`src/rtl/dpb_pkg.sv`:
```
`timescale 1ns / 1ps
// ----------------------------------------------------------------------------
// dpb_pkg: shared constants and types of the depth back-projection block
// Register map, reset values, field widths and the configuration groups that
// the front and back parts of the block read.
// ----------------------------------------------------------------------------
package dpb_pkg;

  // largest image side the raster counters cover
  localparam int MAX_DIM_DEFAULT = 4096;
  // entries of the job queue between front and back, a power of two
  localparam int QUEUE_DEPTH     = 2;

  // field widths
  localparam int DEPTH_W    = 16;
  localparam int COORD_W    = 32;
  localparam int SIZE_REG_W = 13;
  localparam int STEP_W     = 7;
  localparam int PARAM_W    = 16;
  localparam int FRAC_W     = 4;

  // stream and configuration port widths
  localparam int IN_DATA_W  = 16;
  localparam int OUT_DATA_W = 2 * COORD_W + DEPTH_W;
  localparam int CFG_IDX_W  = 3;
  localparam int CFG_DATA_W = 16;

  // register indexes
  localparam logic [CFG_IDX_W-1:0] REG_IMAGE_WIDTH  = 3'd0;
  localparam logic [CFG_IDX_W-1:0] REG_IMAGE_HEIGHT = 3'd1;
  localparam logic [CFG_IDX_W-1:0] REG_SAMPLE_STEP  = 3'd2;
  localparam logic [CFG_IDX_W-1:0] REG_FOCAL_X      = 3'd3;
  localparam logic [CFG_IDX_W-1:0] REG_FOCAL_Y      = 3'd4;
  localparam logic [CFG_IDX_W-1:0] REG_CENTER_X     = 3'd5;
  localparam logic [CFG_IDX_W-1:0] REG_CENTER_Y     = 3'd6;

  // register reset values
  localparam logic [SIZE_REG_W-1:0] RST_IMAGE_WIDTH  = 13'd640;
  localparam logic [SIZE_REG_W-1:0] RST_IMAGE_HEIGHT = 13'd480;
  localparam logic [STEP_W-1:0]     RST_SAMPLE_STEP  = 7'd8;
  localparam logic [PARAM_W-1:0]    RST_FOCAL_X      = 16'd9600;
  localparam logic [PARAM_W-1:0]    RST_FOCAL_Y      = 16'd9600;
  localparam logic [PARAM_W-1:0]    RST_CENTER_X     = 16'd5120;
  localparam logic [PARAM_W-1:0]    RST_CENTER_Y     = 16'd3840;

  // raster geometry seen by the front
  typedef struct packed {
    logic [SIZE_REG_W-1:0] image_width;
    logic [SIZE_REG_W-1:0] image_height;
    logic [STEP_W-1:0]     sample_step;
  } front_cfg_t;

  // camera intrinsics seen by the back
  typedef struct packed {
    logic [PARAM_W-1:0] focal_x;
    logic [PARAM_W-1:0] focal_y;
    logic [PARAM_W-1:0] center_x;
    logic [PARAM_W-1:0] center_y;
  } back_cfg_t;

endpackage

```
`src/rtl/depth_pixel_backprojection_top.sv`:
```
`timescale 1ns / 1ps
// ----------------------------------------------------------------------------
// depth_pixel_backprojection_top: depth pixels to 3-D points
// Tracks the raster position of a depth stream and emits one pinhole
// back-projected point for every sampled pixel with non-zero depth.
//
//   channel   direction  transfer condition        payload
//   in_*      slave      in_tvalid & in_tready     depth_mm
//   out_*     master     out_tvalid & out_tready   x_pos, y_pos, z_mm
//   cfg_*     write      cfg_we                    register cfg_index
//
// A pixel that yields no point is taken while the job queue has room and no
// phase resync runs. A point passes through the multiply, the 36-bit restoring
// division at the default size at one quotient bit per cycle and saturation in
// the back part, then waits until its result is taken. Reset is synchronous and
// clears counters, queue and registers. A write of sample_step holds off input
// while the sampling phases are recomputed bit-serially. The front stalls on a
// full queue and during the resync; the back stalls only on out_tready.
// ----------------------------------------------------------------------------
module depth_pixel_backprojection_top
  import dpb_pkg::*;
#(
  parameter int MAX_DIMENSION = MAX_DIM_DEFAULT
) (
  input  logic                  clk,
  input  logic                  rst_n,
  input  logic                  in_tvalid,
  output logic                  in_tready,
  input  logic [IN_DATA_W-1:0]  in_tdata,   // [15:0] depth_mm
  output logic                  out_tvalid,
  input  logic                  out_tready,
  output logic [OUT_DATA_W-1:0] out_tdata,  // [31:0] x_pos, [63:32] y_pos, [79:64] z_mm
  input  logic                  cfg_we,
  input  logic [CFG_IDX_W-1:0]  cfg_index,
  input  logic [CFG_DATA_W-1:0] cfg_wdata
);

  localparam int CNT_W = $clog2(MAX_DIMENSION);
  localparam int JOB_W = DEPTH_W + 2 * CNT_W;

  front_cfg_t front_cfg_r;
  back_cfg_t  back_cfg_r;
  logic       step_load;

  logic               push_valid, push_ready, pop_valid, pop_ready;
  logic [DEPTH_W-1:0] push_depth;
  logic [CNT_W-1:0]   push_col, push_row;
  logic [JOB_W-1:0]   push_data, pop_data;
  logic [COORD_W-1:0] pt_x, pt_y;
  logic [DEPTH_W-1:0] pt_z;

  // configuration registers
  always_ff @(posedge clk) begin
    if (!rst_n) begin
      front_cfg_r.image_width  <= RST_IMAGE_WIDTH;
      front_cfg_r.image_height <= RST_IMAGE_HEIGHT;
      front_cfg_r.sample_step  <= RST_SAMPLE_STEP;
      back_cfg_r.focal_x       <= RST_FOCAL_X;
      back_cfg_r.focal_y       <= RST_FOCAL_Y;
      back_cfg_r.center_x      <= RST_CENTER_X;
      back_cfg_r.center_y      <= RST_CENTER_Y;
    end else if (cfg_we) begin
      unique case (cfg_index)
        REG_IMAGE_WIDTH:  front_cfg_r.image_width  <= cfg_wdata[SIZE_REG_W-1:0];
        REG_IMAGE_HEIGHT: front_cfg_r.image_height <= cfg_wdata[SIZE_REG_W-1:0];
        REG_SAMPLE_STEP:  front_cfg_r.sample_step  <= cfg_wdata[STEP_W-1:0];
        REG_FOCAL_X:      back_cfg_r.focal_x       <= cfg_wdata[PARAM_W-1:0];
        REG_FOCAL_Y:      back_cfg_r.focal_y       <= cfg_wdata[PARAM_W-1:0];
        REG_CENTER_X:     back_cfg_r.center_x      <= cfg_wdata[PARAM_W-1:0];
        REG_CENTER_Y:     back_cfg_r.center_y      <= cfg_wdata[PARAM_W-1:0];
        default: ;
      endcase
    end
  end

  // a step write restarts the phase resync
  assign step_load = rst_n && cfg_we && (cfg_index == REG_SAMPLE_STEP);

  dpb_front #(
    .MAX_DIMENSION(MAX_DIMENSION)
  ) u_front (
    .clk       (clk),
    .rst_n     (rst_n),
    .in_valid  (in_tvalid),
    .in_ready  (in_tready),
    .in_depth  (in_tdata[DEPTH_W-1:0]),
    .cfg       (front_cfg_r),
    .step_load (step_load),
    .push_ready(push_ready),
    .push_valid(push_valid),
    .push_depth(push_depth),
    .push_col  (push_col),
    .push_row  (push_row)
  );

  assign push_data = {push_row, push_col, push_depth};

  dpb_queue #(
    .DATA_W(JOB_W),
    .DEPTH (QUEUE_DEPTH)
  ) u_queue (
    .clk       (clk),
    .rst_n     (rst_n),
    .push_valid(push_valid),
    .push_ready(push_ready),
    .push_data (push_data),
    .pop_valid (pop_valid),
    .pop_ready (pop_ready),
    .pop_data  (pop_data)
  );

  dpb_back #(
    .MAX_DIMENSION(MAX_DIMENSION)
  ) u_back (
    .clk       (clk),
    .rst_n     (rst_n),
    .cfg       (back_cfg_r),
    .job_valid (pop_valid),
    .job_ready (pop_ready),
    .job_depth (pop_data[DEPTH_W-1:0]),
    .job_col   (pop_data[DEPTH_W+CNT_W-1:DEPTH_W]),
    .job_row   (pop_data[JOB_W-1:DEPTH_W+CNT_W]),
    .out_valid (out_tvalid),
    .out_ready (out_tready),
    .out_x     (pt_x),
    .out_y     (pt_y),
    .out_z     (pt_z)
  );

  // result packing, first field lowest
  assign out_tdata = {pt_z, pt_y, pt_x};

endmodule

```
`src/rtl/dpb_front.sv`:
```
`timescale 1ns / 1ps
// ----------------------------------------------------------------------------
// dpb_front: raster tracking and pixel selection
// Keeps column and row counters with their phases modulo the sampling step,
// pushes sampled non-zero pixels into the job queue, and recomputes the
// phases bit-serially after the step register changes.
// ----------------------------------------------------------------------------
module dpb_front
  import dpb_pkg::*;
#(
  parameter int MAX_DIMENSION = MAX_DIM_DEFAULT
) (
  input  logic                             clk,
  input  logic                             rst_n,
  input  logic                             in_valid,
  output logic                             in_ready,
  input  logic [DEPTH_W-1:0]               in_depth,
  input  front_cfg_t                       cfg,
  input  logic                             step_load,
  input  logic                             push_ready,
  output logic                             push_valid,
  output logic [DEPTH_W-1:0]               push_depth,
  output logic [$clog2(MAX_DIMENSION)-1:0] push_col,
  output logic [$clog2(MAX_DIMENSION)-1:0] push_row
);

  localparam int CNT_W = $clog2(MAX_DIMENSION);
  localparam int SZ_W  = (CNT_W + 1 > SIZE_REG_W) ? CNT_W + 1 : SIZE_REG_W;
  localparam int IDX_W = $clog2(CNT_W);

  logic [CNT_W-1:0]  col_r, row_r;
  logic [STEP_W-1:0] col_ph_r, row_ph_r;
  logic              busy_r;
  logic [IDX_W-1:0]  sweep_idx_r;
  logic [STEP_W-1:0] rem_col_r, rem_row_r;
  logic [STEP_W-1:0] rem_col_nxt, rem_row_nxt;

  logic [SZ_W-1:0]   w_raw, h_raw, w_eff, h_eff;
  logic [SZ_W-1:0]   col_p1, row_p1;
  logic [STEP_W-1:0] step_eff;
  logic [STEP_W:0]   shift_col, shift_row;
  logic              accept, hit;

  // effective geometry: zero means one, oversize clamps to the counter range
  assign w_raw    = SZ_W'(cfg.image_width);
  assign h_raw    = SZ_W'(cfg.image_height);
  assign w_eff    = (w_raw == '0) ? SZ_W'(1) :
                    (w_raw > SZ_W'(MAX_DIMENSION)) ? SZ_W'(MAX_DIMENSION) : w_raw;
  assign h_eff    = (h_raw == '0) ? SZ_W'(1) :
                    (h_raw > SZ_W'(MAX_DIMENSION)) ? SZ_W'(MAX_DIMENSION) : h_raw;
  assign step_eff = (cfg.sample_step == '0) ? STEP_W'(1) : cfg.sample_step;

  assign col_p1 = SZ_W'(col_r) + SZ_W'(1);
  assign row_p1 = SZ_W'(row_r) + SZ_W'(1);

  // handshake and pixel selection
  assign in_ready   = !busy_r && push_ready;
  assign accept     = in_valid && in_ready;
  assign hit        = (in_depth != '0) && (col_ph_r == '0) && (row_ph_r == '0);
  assign push_valid = accept && hit;
  assign push_depth = in_depth;
  assign push_col   = col_r;
  assign push_row   = row_r;

  // one bit of restoring remainder per cycle for both counters
  always_comb begin
    shift_col = {rem_col_r, col_r[sweep_idx_r]};
    shift_row = {rem_row_r, row_r[sweep_idx_r]};
    if (shift_col >= {1'b0, step_eff}) begin
      rem_col_nxt = STEP_W'(shift_col - {1'b0, step_eff});
    end else begin
      rem_col_nxt = STEP_W'(shift_col);
    end
    if (shift_row >= {1'b0, step_eff}) begin
      rem_row_nxt = STEP_W'(shift_row - {1'b0, step_eff});
    end else begin
      rem_row_nxt = STEP_W'(shift_row);
    end
  end

  // phase resync after a step write
  always_ff @(posedge clk) begin
    if (!rst_n) begin
      busy_r      <= 1'b0;
      sweep_idx_r <= '0;
      rem_col_r   <= '0;
      rem_row_r   <= '0;
    end else if (step_load) begin
      busy_r      <= 1'b1;
      sweep_idx_r <= IDX_W'(CNT_W - 1);
      rem_col_r   <= '0;
      rem_row_r   <= '0;
    end else if (busy_r) begin
      rem_col_r   <= rem_col_nxt;
      rem_row_r   <= rem_row_nxt;
      sweep_idx_r <= sweep_idx_r - IDX_W'(1);
      if (sweep_idx_r == '0) begin
        busy_r <= 1'b0;
      end
    end
  end

  // raster counters and their phases
  always_ff @(posedge clk) begin
    if (!rst_n) begin
      col_r    <= '0;
      row_r    <= '0;
      col_ph_r <= '0;
      row_ph_r <= '0;
    end else if (busy_r && !step_load && sweep_idx_r == '0) begin
      col_ph_r <= rem_col_nxt;
      row_ph_r <= rem_row_nxt;
    end else if (accept) begin
      if (col_p1 >= w_eff) begin
        col_r    <= '0;
        col_ph_r <= '0;
        if (row_p1 >= h_eff) begin
          row_r    <= '0;
          row_ph_r <= '0;
        end else begin
          row_r    <= CNT_W'(row_p1);
          row_ph_r <= (row_ph_r + STEP_W'(1) == step_eff) ? '0 : row_ph_r + STEP_W'(1);
        end
      end else begin
        col_r    <= CNT_W'(col_p1);
        col_ph_r <= (col_ph_r + STEP_W'(1) == step_eff) ? '0 : col_ph_r + STEP_W'(1);
      end
    end
  end

endmodule

```
`src/rtl/dpb_queue.sv`:
```
`timescale 1ns / 1ps
// ----------------------------------------------------------------------------
// dpb_queue: small job queue between front and back
// Register-based first-in first-out buffer; push when not full, pop when
// not empty, both in the same cycle allowed.
// ----------------------------------------------------------------------------
module dpb_queue
  import dpb_pkg::*;
#(
  parameter int DATA_W = 40,
  parameter int DEPTH  = QUEUE_DEPTH
) (
  input  logic              clk,
  input  logic              rst_n,
  input  logic              push_valid,
  output logic              push_ready,
  input  logic [DATA_W-1:0] push_data,
  output logic              pop_valid,
  input  logic              pop_ready,
  output logic [DATA_W-1:0] pop_data
);

  localparam int PTR_W = $clog2(DEPTH);

  logic [DATA_W-1:0] mem_r [DEPTH];
  logic [PTR_W-1:0]  wr_ptr_r, rd_ptr_r;
  logic [PTR_W:0]    count_r;
  logic              do_push, do_pop;

  assign push_ready = (count_r != (PTR_W + 1)'(DEPTH));
  assign pop_valid  = (count_r != '0);
  assign pop_data   = mem_r[rd_ptr_r];
  assign do_push    = push_valid && push_ready;
  assign do_pop     = pop_valid && pop_ready;

  // entry storage
  always_ff @(posedge clk) begin
    if (do_push) begin
      mem_r[wr_ptr_r] <= push_data;
    end
  end

  // pointers and fill level
  always_ff @(posedge clk) begin
    if (!rst_n) begin
      wr_ptr_r <= '0;
      rd_ptr_r <= '0;
      count_r  <= '0;
    end else begin
      if (do_push) begin
        wr_ptr_r <= wr_ptr_r + PTR_W'(1);
      end
      if (do_pop) begin
        rd_ptr_r <= rd_ptr_r + PTR_W'(1);
      end
      if (do_push && !do_pop) begin
        count_r <= count_r + (PTR_W + 1)'(1);
      end else if (do_pop && !do_push) begin
        count_r <= count_r - (PTR_W + 1)'(1);
      end
    end
  end

endmodule

```
`src/rtl/dpb_back.sv`:
```
`timescale 1ns / 1ps
// ----------------------------------------------------------------------------
// dpb_back: pinhole projection of one sampled pixel
// Forms the offset magnitudes, multiplies by depth, then divides by the
// focal lengths with two restoring dividers at one quotient bit per cycle,
// saturates, and holds the point until it is taken.
// ----------------------------------------------------------------------------
module dpb_back
  import dpb_pkg::*;
#(
  parameter int MAX_DIMENSION = MAX_DIM_DEFAULT
) (
  input  logic                             clk,
  input  logic                             rst_n,
  input  back_cfg_t                        cfg,
  input  logic                             job_valid,
  output logic                             job_ready,
  input  logic [DEPTH_W-1:0]               job_depth,
  input  logic [$clog2(MAX_DIMENSION)-1:0] job_col,
  input  logic [$clog2(MAX_DIMENSION)-1:0] job_row,
  output logic                             out_valid,
  input  logic                             out_ready,
  output logic [COORD_W-1:0]               out_x,
  output logic [COORD_W-1:0]               out_y,
  output logic [DEPTH_W-1:0]               out_z
);

  localparam int CNT_W  = $clog2(MAX_DIMENSION);
  localparam int MAG_W  = (CNT_W + FRAC_W > PARAM_W) ? CNT_W + FRAC_W : PARAM_W;
  localparam int PROD_W = MAG_W + DEPTH_W;
  localparam int DV_W   = PROD_W + FRAC_W;
  localparam int BIT_W  = $clog2(DV_W);

  localparam logic [2:0] ST_IDLE = 3'd0;
  localparam logic [2:0] ST_MUL  = 3'd1;
  localparam logic [2:0] ST_DIV  = 3'd2;
  localparam logic [2:0] ST_SAT  = 3'd3;
  localparam logic [2:0] ST_HOLD = 3'd4;

  logic [2:0]         state_r, state_nxt;
  logic [DEPTH_W-1:0] z_r;
  logic               neg_x_r, neg_y_r;
  logic [MAG_W-1:0]   mag_x_r, mag_y_r;
  logic [DV_W-1:0]    dvd_x_r, dvd_y_r;
  logic [PARAM_W-1:0] rem_x_r, rem_y_r;
  logic [BIT_W-1:0]   bit_cnt_r;
  logic [COORD_W-1:0] out_x_r, out_y_r;
  logic [DEPTH_W-1:0] out_z_r;

  logic [MAG_W-1:0]   p16_x, p16_y, cx, cy;
  logic               neg_x, neg_y;
  logic [PROD_W-1:0]  prod_x, prod_y;
  logic [PARAM_W-1:0] foc_x, foc_y;
  logic [PARAM_W:0]   sh_x, sh_y;
  logic               qb_x, qb_y;
  logic [PARAM_W-1:0] rem_x_nxt, rem_y_nxt;

  // clamp a quotient into the signed coordinate range and apply the sign
  function automatic logic [COORD_W-1:0] saturate(input logic neg,
                                                  input logic [DV_W-1:0] q);
    logic hi;
    hi = |q[DV_W-1:COORD_W-1];
    if (neg) begin
      saturate = hi ? {1'b1, {(COORD_W - 1){1'b0}}} : COORD_W'(-q[COORD_W-1:0]);
    end else begin
      saturate = hi ? {1'b0, {(COORD_W - 1){1'b1}}} : q[COORD_W-1:0];
    end
  endfunction

  // signed offset from the principal point, as sign and magnitude
  assign p16_x = MAG_W'({job_col, {FRAC_W{1'b0}}});
  assign p16_y = MAG_W'({job_row, {FRAC_W{1'b0}}});
  assign cx    = MAG_W'(cfg.center_x);
  assign cy    = MAG_W'(cfg.center_y);
  assign neg_x = p16_x < cx;
  assign neg_y = p16_y < cy;

  // magnitude times depth
  assign prod_x = PROD_W'(mag_x_r) * PROD_W'(z_r);
  assign prod_y = PROD_W'(mag_y_r) * PROD_W'(z_r);

  // divisors, zero focal length read as one
  assign foc_x = (cfg.focal_x == '0) ? PARAM_W'(1) : cfg.focal_x;
  assign foc_y = (cfg.focal_y == '0) ? PARAM_W'(1) : cfg.focal_y;

  // one restoring division step per divider
  always_comb begin
    sh_x = {rem_x_r, dvd_x_r[DV_W-1]};
    sh_y = {rem_y_r, dvd_y_r[DV_W-1]};
    qb_x = sh_x >= {1'b0, foc_x};
    qb_y = sh_y >= {1'b0, foc_y};
    rem_x_nxt = qb_x ? PARAM_W'(sh_x - {1'b0, foc_x}) : PARAM_W'(sh_x);
    rem_y_nxt = qb_y ? PARAM_W'(sh_y - {1'b0, foc_y}) : PARAM_W'(sh_y);
  end

  // sequencer
  always_comb begin
    state_nxt = state_r;
    unique case (state_r)
      ST_IDLE: if (job_valid) state_nxt = ST_MUL;
      ST_MUL:  state_nxt = ST_DIV;
      ST_DIV:  if (bit_cnt_r == '0) state_nxt = ST_SAT;
      ST_SAT:  state_nxt = ST_HOLD;
      ST_HOLD: if (out_ready) state_nxt = ST_IDLE;
      default: state_nxt = ST_IDLE;
    endcase
  end

  always_ff @(posedge clk) begin
    if (!rst_n) begin
      state_r <= ST_IDLE;
    end else begin
      state_r <= state_nxt;
    end
  end

  // datapath registers
  always_ff @(posedge clk) begin
    case (state_r)
      ST_IDLE: begin
        z_r     <= job_depth;
        neg_x_r <= neg_x;
        neg_y_r <= neg_y;
        mag_x_r <= neg_x ? cx - p16_x : p16_x - cx;
        mag_y_r <= neg_y ? cy - p16_y : p16_y - cy;
      end
      ST_MUL: begin
        dvd_x_r   <= {prod_x, {FRAC_W{1'b0}}};
        dvd_y_r   <= {prod_y, {FRAC_W{1'b0}}};
        rem_x_r   <= '0;
        rem_y_r   <= '0;
        bit_cnt_r <= BIT_W'(DV_W - 1);
      end
      ST_DIV: begin
        dvd_x_r   <= {dvd_x_r[DV_W-2:0], qb_x};
        dvd_y_r   <= {dvd_y_r[DV_W-2:0], qb_y};
        rem_x_r   <= rem_x_nxt;
        rem_y_r   <= rem_y_nxt;
        bit_cnt_r <= bit_cnt_r - BIT_W'(1);
      end
      ST_SAT: begin
        out_x_r <= saturate(neg_x_r, dvd_x_r);
        out_y_r <= saturate(neg_y_r, dvd_y_r);
        out_z_r <= z_r;
      end
      default: ;
    endcase
  end

  assign job_ready = (state_r == ST_IDLE);
  assign out_valid = (state_r == ST_HOLD);
  assign out_x     = out_x_r;
  assign out_y     = out_y_r;
  assign out_z     = out_z_r;

endmodule

```
`config.mk`:
```
export PLATFORM = sky130hd
export DESIGN_NAME = depth_pixel_backprojection_top
export DESIGN_NICKNAME = d
export VERILOG_FILES = /design/src/rtl/dpb_pkg.sv /design/src/rtl/depth_pixel_backprojection_top.sv /design/src/rtl/dpb_front.sv /design/src/rtl/dpb_queue.sv /design/src/rtl/dpb_back.sv
export SDC_FILE = /design/constraint.sdc
export NUM_CORES = 2
export LEC_CHECK = 0
export ABC_AREA = 1
export BUFFER_PORTS_ARGS = -buffer_cell sky130_fd_sc_hd__buf_2
export CAP_MARGIN = 40
export CORE_MARGIN = 1.5
export CORE_UTILIZATION = 50
export CTS_CLUSTER_DIAMETER = 80
export DETAILED_ROUTE_END_ITERATION = 10
export PLACE_DENSITY = 0.66
export SLEW_MARGIN = 5
export SYNTH_ARGS = -nofsm -noshare
export SYNTH_HDL_FRONTEND = slang
export SYNTH_SLANG_ARGS = --single-unit
```
`constraint.sdc`:
```
create_clock -name clk -period 12 [get_ports clk]
set_input_delay 0.6 -clock clk [delete_from_list [all_inputs] [get_ports clk]]
set_output_delay 0.6 -clock clk [all_outputs]
set_load 0.02 [all_outputs]
```
---- Word-level counts from Yosys, hierarchy flattened ----
Memories as Yosys holds them, arrays and structs flattened. A register that Yosys moved wholly into a read port is not among the register bits.
Cells that the tools add are included.
word-level totals
  input port bits ......................... 40
  memory bits (writable) .................. 80
  bits in registers ....................... 401
  output and inout port bits .............. 82
  memories ................................ 1
  word-level logic and storage cells ...... 188
cells by class
  equal/unequal tests ..................... 16
  add/subtract/negate cells ............... 20
  mux-type cells .......................... 54
  reductions and logical operators ........ 49
  bitwise logic cells ..................... 2
  order comparisons ....................... 11
  $mul .................................... 2
memories
  name           depth  width  read ports  clocked after memory_dff  write ports  line             source
  u_queue.mem_r  2      40     1           1                         1            dpb_queue.sv:25  logic [DATA_W-1:0] mem_r [DEPTH];
operators by type and width
  operator                 number
  $mux W32                 6
  $pmux W36 S2             2
  $mux W16                 6
  $sub A16 B16 Y16         6
  $mux W7                  12
  $mul A16 B16 Y32         2
  $neg A32 Y32             2
  $pmux W16 S2             2
  $mux W13                 4
  $ge A17 B16 Y1           2
  $logic_not A16 Y1        2
  $lt A16 B16 Y1           2
  $add A12 B1 Y13 const B  2
  $ge A13 B13 Y1           2
  $gt A13 B13 Y1 const B   2
  $logic_not A13 Y1        2
  $mux W12                 2
  $logic_not A7 Y1         3
  $reduce_and A2 Y1        9
  $ge A8 B7 Y1             2
  $reduce_bool A16 Y1      1
  $pmux W3 S5              1
  $add A7 B1 Y7 const B    2
  $eq A7 B7 Y1             2
  other kinds (28)         76

---- Longest topological paths before layout ----
  depth in word-level cells ............... 9
  mapped depth ............................ 28
  gate-level depth less buffers ........... 26

---- Cells and area by module ----
Synthesis repeated with hierarchy kept, for this count alone.
unflattened totals
  cells, all modules ...................... 6396
  area total of the unflattened synthesis .. 47600.7 sq um
by module, submodules not included
  module                          seq. area each (sq um)  area each (sq um)  times used  cells each
  dpb_back                        7267.0                  35099.9            1           4785
  dpb_front                       1141.1                  5545.3             1           906
  depth_pixel_backprojection_top  1941.9                  3814.9             1           544
  dpb_queue                       2502.4                  3140.5             1           161

---- Least setup slack after synthesis ----
OpenSTA, ideal clock, no wires.
  kind .................................... register to register
  start ................................... reg u_back.state_r[2]
  end ..................................... reg u_back.bit_cnt_r[0] (enable)
  required time ........................... 11.267 ns
  clock period less this slack ............ 8.909 ns
  path slack .............................. 3.091 ns
  data arrival time ....................... 8.176 ns
  path buffers ............................ 0
  setup time .............................. 0.733 ns
  stages on the path, launching flop included .. 4
  cell sequence ........................... dfxtp_1 -> inv_1 -> nand2_1 -> o21ai_0
between the ends
  word-level cells in the longest chain between the ends .. 2
  elaborated cells between the ends (all ways) .. 3
  classes of those cells .................. eq/ne: 2; reduce/logical: 1
RTL lines
  what                                          line             source
  start: declaration                            dpb_back.sv:40   logic [2:0] state_r, state_nxt;
  start signal: assignment                      dpb_back.sv:113  state_r <= state_nxt;
  $eq A3 B1 Y1 or $eq A3 B2 Y1 (tied branches)  dpb_back.sv:119  case (state_r)
  $reduce_bool A2 Y1 (no line) (*)              -
  end signal: assignment                        dpb_back.sv:132  bit_cnt_r <= BIT_W'(DV_W - 1);
  end signal: assignment                        dpb_back.sv:139  bit_cnt_r <= bit_cnt_r - BIT_W'(1);
  end: declaration                              dpb_back.sv:46   logic [BIT_W-1:0] bit_cnt_r;
Every way passes the cells marked *; elsewhere a longest branch is shown, timed or not.
A chain may end at the register's enable or synchronous reset.

---- Worst setup path after layout ----
  start ................................... reg u_back.z_r[8]
  end ..................................... reg u_back.dvd_x_r[28] (data pin)
between the ends
  word-level cells in the longest chain between the ends .. 2
RTL lines
  what                      line             source
  start: declaration        dpb_back.sv:41   logic [DEPTH_W-1:0] z_r;
  start signal: assignment  dpb_back.sv:121  z_r <= job_depth;
  $mul A16 B16 Y32          dpb_back.sv:79   assign prod_x = PROD_W'(mag_x_r) * PROD_W'(z_r);
  $pmux W36 S2              dpb_back.sv:119
  end signal: assignment    dpb_back.sv:128  dvd_x_r <= {prod_x, {FRAC_W{1'b0}}};
  end signal: assignment    dpb_back.sv:135  dvd_x_r <= {dvd_x_r[DV_W-2:0], qb_x};
  end: declaration          dpb_back.sv:44   logic [DV_W-1:0] dvd_x_r, dvd_y_r;
No other way between the ends.

==> flow_summary.json <==
{
  "yosysTopAreaCell": "edfxtp_1",
  "drc": 0,
  "clk_pin_slew_worst_paths_ns": 0.06,
  "synth_fa_ha_area_share_pct": 26.7,
  "synth-main-ff-cell": "edfxtp_1",
  "post-synth-top-count-cell": "nand2_1",
  "clock_latency_ns": 0.69,
  "slew_viol_final": 0,
  "syn-cell-area_um2": 45400,
  "ys_ff_latch": 482,
  "max_stage_delay_ns": 0.85,
  "async_flop_share_pct": 0,
  "routabilityCongestion": 0.966,
  "core_um2": 89900,
  "hpwl_um": 92600,
  "worstPathArrival_ns": 6.80,
  "worstSetupPathType": "flop to flop",
  "period_minus_slack_ns": 6.41,
  "min_from": "in_tdata[10]",
  "cts_htree_levels": 2,
  "grt_antenna_before_repair": 1,
  "tritoncts": "built",
  "hold_path_end": "u_queue.mem_r[0][10]",
  "endpoint_kind": "flop",
  "area_growth_pct": 8.27,
  "grt_overflow": 0,
  "worstPathCellList": "buf_4, nand2_1, fa_1, fa_1, inv_1, fa_1, fa_1, fa_1, inv_1, fa_1, inv_1, ha_1, nand2_1, nor2_1, inv_1, nor3_1, nand3_1, nand3_1, nand2_1, nand3_1, o21ai_0",
  "worst-endpoint-required_ns": 12.39,
  "synth_area_leaders": "edfxtp_1, fa_1, nand2_1",
  "grt.total_usage_pct": 26.7,
  "cp_slowest_cell": "edfxtp_1",
  "syn_avg_cell_area_um2": 7.78,
  "cts_resized": 0,
  "grt_setup_unrepaired": "false",
  "cts_setup_buffers": 0,
  "post-route-period-util_pct": 53.4,
  "cts-buffers-inserted": 58,
  "clk_path_buf_depth": 3,
  "die_y_um": 304,
  "ys_top_cells_by_count": "nand2_1, inv_1, nor2_1",
  "synth-simple-area-share_pct": 21.6,
  "hold_violations": 0,
  "die_w_um": 304,
  "fmax_mhz": 156,
  "path_max_fanout": 17,
  "synth_fp_nets": 6603,
  "grt_max_degree": 84,
  "drive_gt1_share_pct": 6.29,
  "grt_pass1_vias": 37900,
  "io_buffers": 121,
  "min_path_cells": 1,
  "synth-compound-area-share_pct": 7.68,
  "maxCapViolations": 0,
  "grt_pass1_wl_um": 198000,
  "synthXorXnorAreaFrac_pct": 3.28,
  "synth_top_family_by_area": "adder cells",
  "synth_edf_count": 320,
  "finalSetupTns_ns": 0,
  "wire_per_inst_um": 17.1,
  "holdBufCountCts": 0,
  "critPathMostFrequentCell": "fa_1",
  "vias_per_cell": 5.27,
  "synthCells": 5831,
  "wl_um": 121000,
  "start_kind": "flop",
  "yosysSeqAreaShare_pct": 28.3,
  "die_area_um2": 92500,
  "dr.pass1.iters": 5,
  "synth_top_area_share_pct": 21.2,
  "hold_path_class": "input pin to flop",
  "num-nets-final": 6618,
  "ant_nets": 0,
  "first_iter_violations": 2487,
  "r2r-start": "u_back.z_r[8]",
  "finalSetupViolations": 0,
  "num_vias": 37200,
  "rows": 110,
  "tightest_slew_ns": 0.959,
  "insertedDiodeCount": 0,
  "timing.slew.headroom_pct": 36.1,
  "reg2reg_depth": 21,
  "start_util_pct": 50.5,
  "clock-sinks": 482,
  "muxShareOfSynthArea_pct": 0.497,
  "clock_skew_ns": 0.0671,
  "cts_root_buf": "clkbuf_16",
  "ys_warn_count": 0,
  "rrSetupSlack_ns": 5.59,
  "r2r_end": "u_back.dvd_x_r[28]",
  "yosysUniqueCellTypes": 56,
  "io_pins": 122,
  "status": "finished clean"
}
[worst max path at each step]
stage	start	to	slack (ns)	cells after the start
after floorplan	u_back.state_r[2]	u_back.bit_cnt_r[0]	3.09	3
after global placement	u_back.z_r[8]	u_back.dvd_x_r[29]	5.79	21
after detailed placement	u_back.z_r[8]	u_back.dvd_x_r[29]	5.69	21
after CTS	u_back.z_r[8]	u_back.dvd_x_r[28]	5.66	21
after global routing	u_back.z_r[8]	u_back.dvd_x_r[35]	5.24	21
final	u_back.z_r[8]	u_back.dvd_x_r[28]	5.59	21
[final cells by class]
class | count | area, um2
Clock inverter | 45 | 559
Timing Repair Buffer | 170 | 1050
Inverter | 1193 | 4480
Multi-Input combinational cell | 3941 | 27200
Tap cell | 1176 | 1470
Clock buffer | 65 | 1520
Sequential cell | 482 | 12900
Fill cell | 8585 | 40800
[logic make-up after synthesis]
kind of cell | count (synthesis)
AND/OR/NAND/NOR | 2373
buffers and inverters | 1408
adder cells (fa/ha/maj) | 732
AO/OA/AOI/OAI | 646
flip-flops | 482
XOR/XNOR | 170
multiplexers | 20
[layer usage]
layer,up-vias,part of all wire (%),GRT usage [%]
met5,-,0.0074,0
met4,2,3.9,10.8
met3,272,5.6,3.15
met2,1077,48,46.0
met1,17700,42,34.1
li1,18100,-,-
[worst max-delay path, delay by kind of cell, from the launching register on]
family	cells	cell delay (ns)
compound gates	1	0.09
simple gates	8	1.04
buf+inv	5	0.62
fa+ha+maj	7	3.51
flops	1	0.85
[sequential cells by signal (all words and copies together) (netlist names), 12 cells and up, named ones only]
signal	count
u_back.rem_y_r	16
u_back.mag_y_r	16
u_front.push_row	12
u_back.mag_x_r	16
back_cfg_r	64
u_back.dvd_y_r	36
u_back.out_z	16
u_back.rem_x_r	16
u_back.dvd_x_r	36
u_front.push_col	12
u_back.z_r	16
front_cfg_r	33
u_back.out_x	32
u_queue.mem_r	80
u_back.out_y	32
[cells in the final DEF, fill, tap and decap left out, drive strengths merged, types with 41 or more instances in the layout]
| master | count |
|---|---|
| a21oi | 265 |
| buf | 170 |
| clkbuf | 65 |
| dfxtp | 162 |
| edfxtp | 320 |
| fa | 394 |
| ha | 338 |
| inv | 1194 |
| nand2 | 1556 |
| nand3 | 240 |
| nand4 | 60 |
| nor2 | 415 |
| nor3 | 41 |
| o21ai | 297 |
| xnor2 | 50 |
| xor2 | 120 |
[through the flow]
stage | setup WS [ns] | instances | area [um2] | hold slack, ns | utilization (%)
floorplan | 3.09 | 5831 | 45400 | 0.425 | -
global placement | 5.79 | 6958 | 46900 | 0.437 | 52.2
detailed placement | 5.69 | 6962 | 47000 | 0.444 | 52.3
CTS | 5.66 | 7072 | 49100 | 0.0791 | 54.6
global route | 5.24 | 7072 | 49100 | 0.100 | 54.6
finish | 5.59 | 7072 | 49100 | 0.126 | 54.6
Power is left out: the tool's default activity adds up to more than one toggle a clock period on the data nets, which glitch-free logic cannot reach.
